`config.mk`:
```
export PLATFORM = sky130hd
export DESIGN_NAME = serial_attribute_cell_decoder_flat
export DESIGN_NICKNAME = d
export VERILOG_FILES = /design/src/rtl/sacd_pkg.sv /design/src/rtl/sacd_if.sv /design/src/rtl/sacd_cell.sv /design/src/rtl/serial_attribute_cell_decoder.sv /design/src/flat_wrapper.sv
export SDC_FILE = /design/constraint.sdc
export NUM_CORES = 1
export LEC_CHECK = 0
export BUFFER_PORTS_ARGS = -buffer_cell sky130_fd_sc_hd__buf_2
export CAP_MARGIN = 30
export CORE_ASPECT_RATIO = 1.4
export CORE_MARGIN = 2
export CORE_UTILIZATION = 52
export DETAILED_ROUTE_END_ITERATION = 6
export PLACE_DENSITY = 0.76
export SLEW_MARGIN = 20
export SYNTH_ARGS = -nofsm -noshare
export SYNTH_HDL_FRONTEND = slang
export SYNTH_SLANG_ARGS = --single-unit
```
`constraint.sdc`:
```
create_clock -name clk -period 2.5 [get_ports clk]
set_clock_uncertainty 0.05 [all_clocks]
set_input_delay 0.5 -clock clk [delete_from_list [all_inputs] [get_ports clk]]
set_output_delay 0.5 -clock clk [all_outputs]
set_load 0.01 [all_outputs]
```
`src/rtl/sacd_pkg.sv`:
```
// ----------------------------------------------------------------------------
// sacd_pkg
// Types and constants shared by the serial attribute cell decoder.
// ----------------------------------------------------------------------------
package sacd_pkg;

    // Row attribute state carried from one word to the next.
    typedef struct packed {
        logic [2:0] fg_colour;
        logic [2:0] bg_colour;
        logic       flash_on;
        logic       conceal_on;
        logic       double_on;
        logic       hold_on;
        logic       mosaic_on;
        logic       separated_on;
        logic [7:0] held_mosaic;
        logic       escape_pending;
    } attr_state_t;

    // One display cell.
    typedef struct packed {
        logic [7:0] glyph;
        logic [2:0] fore_colour;
        logic [2:0] back_colour;
        logic       flashing;
        logic       concealed;
        logic       double_height;
        logic       separated;
        logic       control_cell;
    } cell_t;

    localparam logic [2:0] COLOUR_BLACK = 3'd0;
    localparam logic [2:0] COLOUR_WHITE = 3'd7;

    localparam attr_state_t ROW_RESET_STATE = '{
        fg_colour:      COLOUR_WHITE,
        bg_colour:      COLOUR_BLACK,
        flash_on:       1'b0,
        conceal_on:     1'b0,
        double_on:      1'b0,
        hold_on:        1'b0,
        mosaic_on:      1'b0,
        separated_on:   1'b0,
        held_mosaic:    8'h00,
        escape_pending: 1'b0
    };

    // Operation codes of an input word.
    localparam logic OP_BYTE      = 1'b0;
    localparam logic OP_ROW_START = 1'b1;

    // Byte codes.
    localparam logic [7:0] CODE_ESC       = 8'h1B;
    localparam logic [7:0] CODE_SPACE     = 8'h20;
    localparam logic [7:0] CODE_HASH      = 8'h23;
    localparam logic [7:0] CODE_UNDERLINE = 8'h5F;
    localparam logic [7:0] CODE_BACKTICK  = 8'h60;
    localparam logic [7:0] CODE_DEL       = 8'h7F;
    localparam logic [7:0] C0_LIMIT       = 8'h20;
    localparam logic [7:0] C1_FIRST       = 8'h80;
    localparam logic [7:0] C1_LAST        = 8'h9F;
    localparam logic [7:0] UPPER_FIRST    = 8'hA0;
    localparam logic [7:0] ESC_CTL_FIRST  = 8'h40;
    localparam logic [7:0] ESC_CTL_LAST   = 8'h5F;
    localparam logic [7:0] MOSAIC_BIT     = 8'h80;
    localparam logic [7:0] MOSAIC_MIN     = 8'hA0;

    // Control values (0x40-0x5F).
    localparam logic [7:0] CTL_ALPHA_FIRST  = 8'h41;
    localparam logic [7:0] CTL_ALPHA_LAST   = 8'h47;
    localparam logic [7:0] CTL_FLASH        = 8'h48;
    localparam logic [7:0] CTL_STEADY       = 8'h49;
    localparam logic [7:0] CTL_NORMAL       = 8'h4C;
    localparam logic [7:0] CTL_DOUBLE       = 8'h4D;
    localparam logic [7:0] CTL_MOSAIC_FIRST = 8'h51;
    localparam logic [7:0] CTL_MOSAIC_LAST  = 8'h57;
    localparam logic [7:0] CTL_CONCEAL      = 8'h58;
    localparam logic [7:0] CTL_CONTIGUOUS   = 8'h59;
    localparam logic [7:0] CTL_SEPARATED    = 8'h5A;
    localparam logic [7:0] CTL_BLACK_BACK   = 8'h5C;
    localparam logic [7:0] CTL_NEW_BACK     = 8'h5D;
    localparam logic [7:0] CTL_HOLD         = 8'h5E;
    localparam logic [7:0] CTL_RELEASE      = 8'h5F;

endpackage

```
`src/rtl/sacd_if.sv`:
```
// ----------------------------------------------------------------------------
// sacd_item_if / sacd_cell_if
// Valid/ready channels for received bytes and decoded display cells.
// ----------------------------------------------------------------------------
interface sacd_item_if;
    logic       valid;
    logic       ready;
    logic       operation;
    logic [7:0] code;

    modport source (output valid, output operation, output code, input ready);
    modport sink   (input valid, input operation, input code, output ready);
endinterface

interface sacd_cell_if;
    logic       valid;
    logic       ready;
    logic [7:0] glyph;
    logic [2:0] fore_colour;
    logic [2:0] back_colour;
    logic       flashing;
    logic       concealed;
    logic       double_height;
    logic       separated;
    logic       control_cell;

    modport source (
        output valid, output glyph, output fore_colour, output back_colour,
        output flashing, output concealed, output double_height,
        output separated, output control_cell, input ready
    );
    modport sink (
        input valid, input glyph, input fore_colour, input back_colour,
        input flashing, input concealed, input double_height,
        input separated, input control_cell, output ready
    );
endinterface

```
`src/rtl/sacd_cell.sv`:
```
// ----------------------------------------------------------------------------
// sacd_cell
// Decodes one word against the current attribute state: next state and the
// display cell, if the word makes one.
// ----------------------------------------------------------------------------
module sacd_cell (
    input  sacd_pkg::attr_state_t state,
    input  logic                  micro_mode,
    input  logic                  operation,
    input  logic [7:0]            code,
    output sacd_pkg::attr_state_t state_next,
    output logic                  cell_valid,
    output sacd_pkg::cell_t       cell_data
);
    import sacd_pkg::*;

    // Set-at controls take effect before the cell is formed.
    function automatic attr_state_t apply_before(attr_state_t s, logic [7:0] c);
        attr_state_t r;
        r = s;
        case (c)
            CTL_STEADY:     r.flash_on = 1'b0;
            CTL_NORMAL:
            begin
                r.hold_on     = 1'b0;
                r.held_mosaic = 8'h00;
                r.double_on   = 1'b0;
            end
            CTL_CONCEAL:    r.conceal_on = 1'b1;
            CTL_CONTIGUOUS:
            begin
                if (!s.hold_on)
                begin
                    r.held_mosaic = 8'h00;
                end
                r.separated_on = 1'b0;
            end
            CTL_SEPARATED:
            begin
                if (!s.hold_on)
                begin
                    r.held_mosaic = 8'h00;
                end
                r.separated_on = 1'b1;
            end
            CTL_BLACK_BACK: r.bg_colour = COLOUR_BLACK;
            CTL_NEW_BACK:   r.bg_colour = s.fg_colour;
            CTL_HOLD:       r.hold_on = 1'b1;
            default:        r = s;
        endcase
        return r;
    endfunction

    // Set-after controls take effect once the cell has been formed.
    function automatic attr_state_t apply_after(attr_state_t s, logic [7:0] c);
        attr_state_t r;
        logic        alpha;
        logic        mosaic;
        r      = s;
        alpha  = (c >= CTL_ALPHA_FIRST) && (c <= CTL_ALPHA_LAST);
        mosaic = (c >= CTL_MOSAIC_FIRST) && (c <= CTL_MOSAIC_LAST);
        if (alpha || mosaic)
        begin
            r.conceal_on = 1'b0;
            r.fg_colour  = c[2:0];
            if (alpha)
            begin
                r.hold_on   = 1'b0;
                r.mosaic_on = 1'b0;
            end
            else
            begin
                r.mosaic_on = 1'b1;
            end
            if (!r.hold_on)
            begin
                r.held_mosaic = 8'h00;
            end
        end
        else if (c == CTL_FLASH)
        begin
            r.flash_on = 1'b1;
        end
        else if (c == CTL_DOUBLE)
        begin
            r.hold_on     = 1'b0;
            r.held_mosaic = 8'h00;
            r.double_on   = 1'b1;
        end
        else if (c == CTL_RELEASE)
        begin
            r.held_mosaic = 8'h00;
            r.hold_on     = 1'b0;
        end
        return r;
    endfunction

    attr_state_t mid;
    logic        is_control;
    logic [7:0]  ctl_value;
    logic [7:0]  ch;

    always_comb
    begin
        state_next = state;
        cell_valid = 1'b0;
        is_control = 1'b0;
        ctl_value  = {2'b01, code[5:0]};
        ch         = code;
        mid        = state;

        cell_data.glyph         = code;
        cell_data.fore_colour   = state.fg_colour;
        cell_data.back_colour   = state.bg_colour;
        cell_data.flashing      = state.flash_on;
        cell_data.concealed     = state.conceal_on;
        cell_data.double_height = state.double_on;
        cell_data.separated     = state.separated_on;
        cell_data.control_cell  = 1'b0;

        if (operation == OP_ROW_START)
        begin
            state_next = ROW_RESET_STATE;
        end
        else if (state.escape_pending)
        begin
            state_next.escape_pending = 1'b0;
            if ((code >= ESC_CTL_FIRST) && (code <= ESC_CTL_LAST))
            begin
                is_control = 1'b1;
                ctl_value  = code;
            end
        end
        else if ((code >= C1_FIRST) && (code <= C1_LAST))
        begin
            is_control = 1'b1;
        end
        else if (code < C0_LIMIT)
        begin
            if ((code == CODE_ESC) && !micro_mode)
            begin
                state_next.escape_pending = 1'b1;
            end
        end
        else if ((code == CODE_DEL) && micro_mode)
        begin
            cell_valid = 1'b0;
        end
        else if (code >= UPPER_FIRST)
        begin
            cell_valid = 1'b1;
        end
        else
        begin
            if (micro_mode)
            begin
                if (code == CODE_HASH)
                begin
                    ch = CODE_UNDERLINE;
                end
                else if (code == CODE_UNDERLINE)
                begin
                    ch = CODE_BACKTICK;
                end
                else if (code == CODE_BACKTICK)
                begin
                    ch = CODE_HASH;
                end
            end
            // Bit 5 of the byte marks the two mosaic columns.
            if (state.mosaic_on)
            begin
                if (code[5])
                begin
                    ch = ch | MOSAIC_BIT;
                end
                if (ch >= MOSAIC_MIN)
                begin
                    state_next.held_mosaic = state.separated_on ? {1'b0, ch[6:0]} : ch;
                end
            end
            cell_data.glyph = ch;
            cell_valid = 1'b1;
        end

        if (is_control)
        begin
            mid        = apply_before(state, ctl_value);
            cell_valid = 1'b1;
            cell_data.fore_colour   = mid.fg_colour;
            cell_data.back_colour   = mid.bg_colour;
            cell_data.flashing      = mid.flash_on;
            cell_data.concealed     = mid.conceal_on;
            cell_data.double_height = mid.double_on;
            cell_data.control_cell  = 1'b1;
            // A stored mosaic with bit 7 clear was captured in separated mode.
            if (mid.hold_on && (mid.held_mosaic != 8'h00))
            begin
                cell_data.glyph     = mid.held_mosaic | MOSAIC_BIT;
                cell_data.separated = ~mid.held_mosaic[7];
            end
            else
            begin
                cell_data.glyph     = CODE_SPACE;
                cell_data.separated = mid.separated_on;
            end
            state_next = apply_after(mid, ctl_value);
            state_next.escape_pending = 1'b0;
        end
    end

endmodule

```
`src/rtl/serial_attribute_cell_decoder.sv`:
```
// ----------------------------------------------------------------------------
// serial_attribute_cell_decoder
// Turns received bytes into display cells with their serial attributes.
// ----------------------------------------------------------------------------
// Path: an accepted byte is held first in the input register and then, once
// decoded, its cell in the result register, which drives the result channel.
// Throughput: one word per cycle while the result side is ready; the state
// update and the cell are formed in the same cycle.
// Reset: rst_n clears both channel stages and returns the attributes to white
// on black with all modes off; micro_mode resets to 0.
module serial_attribute_cell_decoder (
    input  logic         clk,
    input  logic         rst_n,
    input  logic         cfg_wr_en,
    input  logic         cfg_wr_data,
    sacd_item_if.sink    item,
    sacd_cell_if.source  result
);
    import sacd_pkg::*;

    logic        micro_mode_reg;
    attr_state_t state_reg;
    attr_state_t state_next;

    logic        in_valid_reg;
    logic        in_operation_reg;
    logic [7:0]  in_code_reg;

    logic        out_valid_reg;
    cell_t       out_cell_reg;

    logic        cell_valid;
    cell_t       cell_data;
    logic        advance;

    // The decode stage moves on whenever the result register is free or
    // being emptied, whether or not the word makes a cell.
    assign advance    = in_valid_reg && (!out_valid_reg || result.ready);
    assign item.ready = !in_valid_reg || advance;

    sacd_cell u_cell (
        .state      (state_reg),
        .micro_mode (micro_mode_reg),
        .operation  (in_operation_reg),
        .code       (in_code_reg),
        .state_next (state_next),
        .cell_valid (cell_valid),
        .cell_data  (cell_data)
    );

    always_ff @(posedge clk or negedge rst_n)
    begin
        if (!rst_n)
        begin
            micro_mode_reg <= 1'b0;
        end
        else if (cfg_wr_en)
        begin
            micro_mode_reg <= cfg_wr_data;
        end
    end

    always_ff @(posedge clk or negedge rst_n)
    begin
        if (!rst_n)
        begin
            in_valid_reg <= 1'b0;
        end
        else if (item.ready)
        begin
            in_valid_reg <= item.valid;
        end
    end

    always_ff @(posedge clk)
    begin
        if (item.valid && item.ready)
        begin
            in_operation_reg <= item.operation;
            in_code_reg      <= item.code;
        end
    end

    always_ff @(posedge clk or negedge rst_n)
    begin
        if (!rst_n)
        begin
            state_reg <= ROW_RESET_STATE;
        end
        else if (advance)
        begin
            state_reg <= state_next;
        end
    end

    always_ff @(posedge clk or negedge rst_n)
    begin
        if (!rst_n)
        begin
            out_valid_reg <= 1'b0;
        end
        else if (advance)
        begin
            out_valid_reg <= cell_valid;
        end
        else if (result.ready)
        begin
            out_valid_reg <= 1'b0;
        end
    end

    always_ff @(posedge clk)
    begin
        if (advance && cell_valid)
        begin
            out_cell_reg <= cell_data;
        end
    end

    assign result.valid         = out_valid_reg;
    assign result.glyph         = out_cell_reg.glyph;
    assign result.fore_colour   = out_cell_reg.fore_colour;
    assign result.back_colour   = out_cell_reg.back_colour;
    assign result.flashing      = out_cell_reg.flashing;
    assign result.concealed     = out_cell_reg.concealed;
    assign result.double_height = out_cell_reg.double_height;
    assign result.separated     = out_cell_reg.separated;
    assign result.control_cell  = out_cell_reg.control_cell;

endmodule

```
`src/flat_wrapper.sv`:
```
// flat-port wrapper written by rule: the top's interface ports become plain ports
module serial_attribute_cell_decoder_flat import sacd_pkg::*;
  (clk, rst_n, cfg_wr_en, cfg_wr_data, item_valid, item_operation, item_code, item_ready, result_valid, result_glyph, result_fore_colour, result_back_colour, result_flashing, result_concealed, result_double_height, result_separated, result_control_cell, result_ready);
  sacd_item_if item_i ();
  sacd_cell_if result_i ();
  input  logic clk;
  input  logic rst_n;
  input  logic cfg_wr_en;
  input  logic cfg_wr_data;
  input wire logic [$bits(item_i.valid)-1:0] item_valid;
  input wire logic [$bits(item_i.operation)-1:0] item_operation;
  input wire logic [$bits(item_i.code)-1:0] item_code;
  output wire logic [$bits(item_i.ready)-1:0] item_ready;
  output wire logic [$bits(result_i.valid)-1:0] result_valid;
  output wire logic [$bits(result_i.glyph)-1:0] result_glyph;
  output wire logic [$bits(result_i.fore_colour)-1:0] result_fore_colour;
  output wire logic [$bits(result_i.back_colour)-1:0] result_back_colour;
  output wire logic [$bits(result_i.flashing)-1:0] result_flashing;
  output wire logic [$bits(result_i.concealed)-1:0] result_concealed;
  output wire logic [$bits(result_i.double_height)-1:0] result_double_height;
  output wire logic [$bits(result_i.separated)-1:0] result_separated;
  output wire logic [$bits(result_i.control_cell)-1:0] result_control_cell;
  input wire logic [$bits(result_i.ready)-1:0] result_ready;
  assign item_i.valid = item_valid;
  assign item_i.operation = item_operation;
  assign item_i.code = item_code;
  assign item_ready = item_i.ready;
  assign result_valid = result_i.valid;
  assign result_glyph = result_i.glyph;
  assign result_fore_colour = result_i.fore_colour;
  assign result_back_colour = result_i.back_colour;
  assign result_flashing = result_i.flashing;
  assign result_concealed = result_i.concealed;
  assign result_double_height = result_i.double_height;
  assign result_separated = result_i.separated;
  assign result_control_cell = result_i.control_cell;
  assign result_i.ready = result_ready;
  serial_attribute_cell_decoder u_core (.clk(clk), .rst_n(rst_n), .cfg_wr_en(cfg_wr_en), .cfg_wr_data(cfg_wr_data), .item(item_i), .result(result_i));
endmodule
```
After elaboration in Yosys (flattened, before gate mapping)
Cells that the tools add are included.
- magnitude comparators: 11
- equal/unequal tests: 22
- muxes and demuxes: 81
- bitwise logic cells: 1
- reductions and logical operators: 25
- operator list (operator ; count):
    $mux 8 ; 37
    $eq 8x7->1 const B ; 14
    $mux 1 ; 33
    $ge 8x7->1 const B ; 3
    $ge 8x8->1 const B ; 3
    $le 8x7->1 const B ; 3
    $mux 21 ; 1
    $mux 19 ; 1
    $mux 9 ; 2
    $pmux 8 s2 ; 1
    $mux 12 ; 1
    $ne 3x2->1 const B ; 4
    $logic_and 1x1->1 ; 10
    $eq 8x5->1 const B ; 1
    $eq 8x6->1 const B ; 1
    $le 8x8->1 const B ; 1
    $lt 8x6->1 const B ; 1
    $reduce_and 8->1 ; 1
    $reduce_bool 8->1 ; 1
    $pmux 3 s2 ; 1
    $reduce_bool 3->1 ; 2
    $pmux 1 s2 ; 2
    $reduce_bool 2->1 ; 2
    $logic_not 1->1 ; 3
    9 further kinds ; 11
- bits in registers: 52
- input bits: 15
- output and inout bits: 21

Longest topological paths before layout
Gate-level depths: netlist (run 1).
- depth after elaboration: 23
- gate-level depth with buffers: 7
- mapped depth without buffers: 6

Hierarchy
From an unflattened synthesis (run 1), not the netlist that was laid out.
- cell total of the unflattened synthesis: 269
- area, all modules: 3047.9 µm²
- by module, submodules not included (module ; times used ; cells an instance ; area an instance (µm²) ; sequential area each (µm²)):
    serial_attribute_cell_decoder ; 1 ; 85 ; 1869.3 ; 1445.1
    sacd_cell ; 1 ; 184 ; 1178.6 ; 0.0

Least setup slack after synthesis (run 1)
OpenSTA, ideal clock, no wires.
- path type: register to register
- from: register u_core.in_code_reg[6]
- to: register u_core.out_cell_reg, in the netlist u_core.result.back_colour[0], enable pin
- setup time: 0.395 ns
- arrival time: 1.977 ns
- required time: 2.055 ns
- slack: 0.079 ns
- cell stages (with the launch flop): 7
- path buffers: 1
- clock period less this slack: 2.421 ns
- cell sequence: edfxtp_1 buf_2 nor4b_4 o21bai_2 clkinv_2 a21oi_1 nor2_1
- cells in the longest elaborated chain, start to end: 9
- elaborated cells between the ends (all ways): 20
- RTL lines (item ; line ; source):
    from (decl) ; serial_attribute_cell_decoder.sv:27 ; logic [7:0] in_code_reg;
    from (signal assigned) ; serial_attribute_cell_decoder.sv:80 ; in_code_reg <= item.code;
    parallel branches: the longest is 7 deep, another holds $lt 8x6->1 ; - ;
    $mux 1 (*) ; sacd_cell.sv:186 ; if (is_control)
    $logic_and 1x1->1 (*) ; serial_attribute_cell_decoder.sv:114 ; if (advance && cell_valid)
    to (signal assigned) ; serial_attribute_cell_decoder.sv:116 ; out_cell_reg <= cell_data;
    to (decl) ; serial_attribute_cell_decoder.sv:30 ; cell_t out_cell_reg;
Mark *: on every way between the ends.
A chain may end at the register's enable or synchronous reset.

==> results of run 1 <==
[how the worst max path moves through the flow]
stage	startpoint	to	slack, ns	depth (start not counted)
finish	u_core.in_code_reg[3]	u_core.result.glyph[4]	0.21	5
global route	u_core.in_code_reg[5]	u_core.result.glyph[3]	0.07	6
CTS	u_core.in_code_reg[5]	u_core.result.glyph[2]	0.24	6
detailed placement	u_core.in_code_reg[5]	u_core.result.glyph[3]	0.27	6
global placement	u_core.in_code_reg[5]	u_core.result.glyph[2]	0.28	6
floorplan	u_core.in_code_reg[6]	u_core.result.back_colour[0]	0.08	6
[cells by family after synthesis]
group | share of synthesized area
buffers and inverters | 0.0366
AO/OA/AOI/OAI | 0.225
flip-flops | 0.535
multiplexers | 0.0153
AND/OR/NAND/NOR | 0.188
[metrics by stage]
| step | utilization | cells | hold slack, ns | worst slack [ns] |
|---|---|---|---|---|
| final | 0.605 | 351 | 0.133 | 0.215 |
| after global routing | 0.605 | 351 | 0.165 | 0.0653 |
| after CTS | 0.605 | 351 | 0.149 | 0.244 |
| after detailed placement | 0.583 | 343 | 0.424 | 0.271 |
| after global placement | 0.583 | 343 | 0.410 | 0.284 |
| after floorplan | - | 247 | 0.154 | 0.0786 |
[critical path: cells and delay by family (launching register included)]
kind	cells	cell delay, ns
AND/OR/NAND/NOR	2	0.64
AO/OA/AOI/OAI	3	0.76
flip-flops	1	0.64
[layer usage]
layer,global-route usage,vias up,part of all wire
met3,0.0504,18,0.071
li1,-,1019,-
met1,0.290,1058,0.40
met2,0.385,110,0.50
met5,0,-,0
met4,0.120,0,0.029
[power groups by stage]
stage | Combinational (mW) | Clock, mW | Sequential (mW)
detailed placement | 0.226 | 0 | 1.00
global placement | 0.225 | 0 | 0.999
global route | 0.252 | 0.618 | 0.988
finish | 0.229 | 0.567 | 0.984
floorplan | 0.149 | 0 | 0.992
CTS | 0.227 | 0.577 | 0.983
[synth_stat cells (all sizes together), types with 2 or more instances]
| master | count | share of area |
|---|---|---|
| edfxtp | 28 | 0.31 |
| nand2 | 25 | 0.035 |
| dfrtp | 21 | 0.19 |
| nor2 | 18 | 0.025 |
| o21ai | 16 | 0.030 |
| a21oi | 10 | 0.021 |
| nor3 | 10 | 0.020 |
| a22o | 8 | 0.026 |
| buf | 8 | 0.015 |
| inv | 8 | 0.011 |
| nand3 | 8 | 0.015 |
| clkbuf | 6 | 0.0088 |
| o2bb2ai | 6 | 0.019 |
| nand2b | 5 | 0.012 |
| nor4 | 5 | 0.017 |
| o31ai | 5 | 0.019 |
| a21o | 3 | 0.0083 |
| a2bb2oi | 3 | 0.0097 |
| a31oi | 3 | 0.0070 |
| and4bb | 3 | 0.014 |
| dfstp | 3 | 0.029 |
| mux2i | 3 | 0.011 |
| o21a | 3 | 0.0083 |
| o21bai | 3 | 0.0097 |
| o311ai | 3 | 0.013 |
| or3 | 3 | 0.0070 |
| a211oi | 2 | 0.0056 |
| a22oi | 2 | 0.0056 |
| and2 | 2 | 0.0046 |
| nand4 | 2 | 0.0046 |
| o211ai | 2 | 0.011 |
| o41ai | 2 | 0.0065 |
[cell type report]
class / count / share of cell area
flip-flops and latches: 52 / 0.470
multi-input cells: 172 / 0.376
repair buffers: 44 / 0.0790
well taps: 66 / 0.0269
clock buffers: 5 / 0.0224
clock inverters: 3 / 0.0138
inverters: 9 / 0.0114
==> key figures, run 1 <==
Synth
  • Syn. warnings: 0
  • Async S/R FF share, synth: 0.462
  • Post-Synthesis Cells: 247
  • Seq/Total Area, Yosys: 0.535
  • Post-Syn Area: 0.00270 mm2
  • Seq cells post-synth: 52
  • Post-Syn Nets: 262
  • Synth Flop Type: edfxtp_1
  • Number of synthesized flops with an enable pin: 28
  • Syn avg cell area: 10.9 um2
  • Post-synth cell types: 58

Timing
  • Slew HR: 0.610
  • RSZ-0062 raised after global routing: no
  • Final setup fails: 0
  • Final hold violations: 0
  • Sum Neg Setup Slack: 0 ns
  • Post-layout min period: 2.29 ns
  • Actual slew at the worst max-slew pin: 0.585 ns
  • Slew Viols, Final: 0
  • Period utilization: 0.914
  • Fmax achieved: 438 MHz

Finish
  • Max reg flops: 21
  • Cell area after layout: 0.00307 mm2
  • Register area: 0.00145 mm2
  • Share of cells above drive strength 1: 0.253
  • Most common cell after layout, fill and taps aside: buf_2
  • P&R area growth vs syn: 13.8%
  • Multi-input gate area: 0.00116 mm2
  • Most frequent cells in the layout: buf_2, edfxtp_1, nand2_1, dfrtp_1, nor2_1
  • Final #Nets: 299
  • N_diodes: 0
  • Fillcell total: 421

Global route
  • Pin count of the biggest net entering global routing: 25
  • Total gr overflow: 0
  • GRT Overall Usage: 0.234
  • Vias in the first global route: 2053
  • Global-route wire length before repair: 10.0 mm
  • Initial antenna violation count: 0

Power
  • Psw: 0.449 mW
  • Sw Ratio: 0.252
  • Power Density: 579 mW/mm2
  • P_int: 1.33 mW
  • Logic pwr share: 0.129
  • Tot Pwr: 1.78 mW
  • Max VDD drop: 308 uV
  • Clk network pwr share: 0.318
  • Lkg Pwr: 1.21 nW
  • Sequential Power Share: 0.553

Placement
  • Placed inst area: 0.00296 mm2
  • Port bufs: 35
  • Hpwl dp: 4.30 mm
  • Routability congestion estimate from global placement: 0.921

Floorplan
  • Chip width: 64.9 um
  • Starting density of the core: 0.531
  • I/O pins: 36
  • Full die area: 0.00579 mm2
  • Die height: 89.3 um
  • FP Rows: 31
  • Core Region: 0.00508 mm2

Setup path
  • CP max-delay cell: edfxtp_1
  • R2r startpoint: u_core.in_code_reg[3]
  • Critical Path AT: 2.36 ns
  • Capture point of the worst reg-to-reg path: u_core.result.glyph[4]
  • WP data required: 2.57 ns
  • CP max FO: 13
  • R2R Setup Slk: 0.21 ns
  • CP endpoint kind: register
  • CP Launch Type: register
  • Critical path class: reg2reg
  • CP Cell Sequence: nand3_1 > nor3_2 > a21oi_2 > a41o_1 > a22oi_1
  • Worst r2r path cells: 5
  • Crit-path max cell delay: 0.64 ns

Clock network
  • CTS tree: yes
  • Max Buffers Root-to-Sink: 2
  • Clk sinks: 52
  • Setup bufs post-CTS: 0
  • Htree depth: 2
  • CTS Buf Count: 5
  • Clock Tree Root: clkbuf_8
  • Clock transition at path regs: 0.09 ns
  • Clk_lat worst skew: 0.31 ns
  • Hold buffers post-CTS: 0
  • Post-cts gate resize count: 0

Outcome
  • Outcome: finished, final reports clean

Routing
  • Detailed-route via count: 2205
  • Total wire length: 6.17 mm
  • Post-DRT Antenna Nets: 0
  • DRC viols: 0
  • 1st-pass router iterations: 5
  • Wire per inst: 17.6 um
  • Iter 0 DRT Violations: 152
  • Vias/cell: 6.28

Job
  • Max-cap violations: 0

Worst hold path
  • Min-Delay Path Class: in2async
No activity file was read; power rests on OpenSTA's default activity.
==> run 2, diff against run 1 <==
Settings changed: CORE_MARGIN 2 to not set.
==> key figures, run 2 (synthesized netlist as in run 1, its figures left out) <==
Job
  • Max-cap violations: 0 (unchanged)

Global route
  • Global-route wire length before repair: 10.3 mm (+2.5%)
  • GRT Overall Usage: 0.251 (+0.0171)
  • Pin count of the biggest net entering global routing: 25 (unchanged)
  • Initial antenna violation count: 0 (unchanged)
  • Vias in the first global route: 2016 (-1.8%)
  • Total gr overflow: 0 (unchanged)

Finish
  • Most common cell after layout, fill and taps aside: buf_2
  • Final #Nets: 303 (+1.3%)
  • Share of cells above drive strength 1: 0.266 (+0.0138)
  • Cell area after layout: 0.00312 mm2 (+1.4%)
  • Max reg flops: 21 (unchanged)
  • P&R area growth vs syn: 15.4%
  • Most frequent cells in the layout: buf_2, edfxtp_1, nand2_1, dfrtp_1, nor2_1
  • N_diodes: 0 (unchanged)

Routing
  • Post-DRT Antenna Nets: 0 (unchanged)
  • Iter 0 DRT Violations: 203 (+34%)
  • Detailed-route via count: 2175 (-1.4%)
  • Total wire length: 6.21 mm (+0.70%)
  • 1st-pass router iterations: 4 (-1)
  • Vias/cell: 6.16 (-1.9%)
  • DRC viols: 0 (unchanged)
  • Wire per inst: 17.6 um (+0.13%)

Timing
  • Fmax achieved: 443 MHz (+1.3%)
  • Sum Neg Setup Slack: 0 ns (unchanged)
  • Final setup fails: 0 (unchanged)
  • Min Hold Slack: 0.124 ns (-0.00880 ns)
  • Period utilization: 0.903 (-0.0116)
  • Post-layout min period: 2.26 ns (-0.0290 ns)
  • Slew HR: 0.599 (-0.0109)
  • RSZ-0062 raised after global routing: no
  • Slew Viols, Final: 0 (unchanged)
  • Final hold violations: 0 (unchanged)
  • Actual slew at the worst max-slew pin: 0.596 ns (+0.0118 ns)

Placement
  • Hpwl dp: 4.45 mm (+3.5%)
  • Routability congestion estimate from global placement: 0.970 (+5.3%)
  • Placed inst area: 0.00300 mm2 (+1.4%)
  • Port bufs: 35 (unchanged)

Floorplan
  • Full die area: 0.00549 mm2 (-5.3%)
  • Die height: 87.3 um (-2.2%)
  • Starting density of the core: 0.549 (+0.0177)
  • I/O pins: 36 (unchanged)
  • FP Rows: 30 (-3.2%)
  • Chip width: 62.9 um (-3.1%)
  • Core Region: 0.00492 mm2 (-3.2%)

Setup path
  • Critical Path AT: 2.27 ns (-0.09 ns)
  • CP Launch Type: register
  • CP endpoint kind: register
  • CP max FO: 8 (-5)
  • R2r startpoint: u_core.in_code_reg[5]
  • Crit. Startpoint: u_core.in_code_reg[5]
  • Critical path class: reg2reg
  • WP data required: 2.52 ns (-0.05 ns)

Clock network
  • Clock Tree Root: clkbuf_8
  • CTS tree: yes
  • Clk sinks: 52 (unchanged)
  • Post-cts gate resize count: 0 (unchanged)
  • Clk_lat worst skew: 0.31 ns (about the same)
  • Max Buffers Root-to-Sink: 2 (unchanged)
  • Clock transition at path regs: 0.10 ns (about the same)
  • CTS Buf Count: 5 (unchanged)
  • Setup bufs post-CTS: 0 (unchanged)
  • Htree depth: 2 (unchanged)
  • Hold buffers post-CTS: 0 (unchanged)

Worst hold path
  • Min-Delay Path Class: in2async

Power
  • Max VDD drop: 410 uV (+33%)
  • Lkg Pwr: 1.23 nW (+1.8%)
  • Tot Pwr: 1.81 mW (+1.4%)
  • Power Density: 579 mW/mm2 (about the same)

Outcome
  • Outcome: finished, final reports clean
## run 2: per-stage QoR
stage / utilization / instances / setup slack, ns
floorplan: - / 247 / 0.0786
global placement: 0.610 / 345 / 0.314
detailed placement: 0.610 / 345 / 0.297
CTS: 0.634 / 353 / 0.268
global route: 0.634 / 353 / 0.146
finish: 0.634 / 353 / 0.244
## run 2: per-layer routing
| layer | vias up | track usage | routed length (um) |
|---|---|---|---|
| li1 | 1025 | - | - |
| met1 | 1014 | 0.309 | 2530 |
| met2 | 116 | 0.413 | 3040 |
| met3 | 20 | 0.0419 | 391 |
| met4 | 0 | 0.148 | 248 |
| met5 | - | 0 | 0 |
## run 2: worst paths after layout
| path | endpoint | depth (start not counted) | slack (ns) |
|---|---|---|---|
| worst max-delay path | u_core.result.glyph[3] | 6 | 0.24 |
| worst min-delay path | u_core.state_reg[10] | 1 | 0.12 |
| worst max register to register | u_core.result.glyph[3] | 6 | 0.24 |
| worst min register to register | u_core.state_reg[12] | 2 | 0.44 |
| max in group asynchronous | u_core.state_reg[3] | 1 | 1.89 |
| min in group clk | u_core.in_code_reg[5] | 1 | 0.31 |
## run 2: critical path: stages, from the launching register on
cell	delay [ns]
edfxtp_1	0.47
buf_4	0.21
and4bb_2	0.31
a21boi_0	0.15
o21ai_0	0.41
nor2_1	0.17
a22o_1	0.26
## run 2: cell type report
type	count	area, um2
Clock buffer	5	68.8
Clock inverter	3	46.3
Fill cell	397	1800
Inverter	9	35.0
Multi-Input combinational cell	172	1160
Sequential cell	52	1450
Tap cell	64	80.1
Timing Repair Buffer	48	285
## run 2: power breakdown
part | internal (mW) | total, mW | switching [mW]
clock network | 0.302 | 0.586 | 0.284
logic | 0.0913 | 0.243 | 0.152
registers | 0.949 | 0.977 | 0.0278
total | 1.34 | 1.81 | 0.463
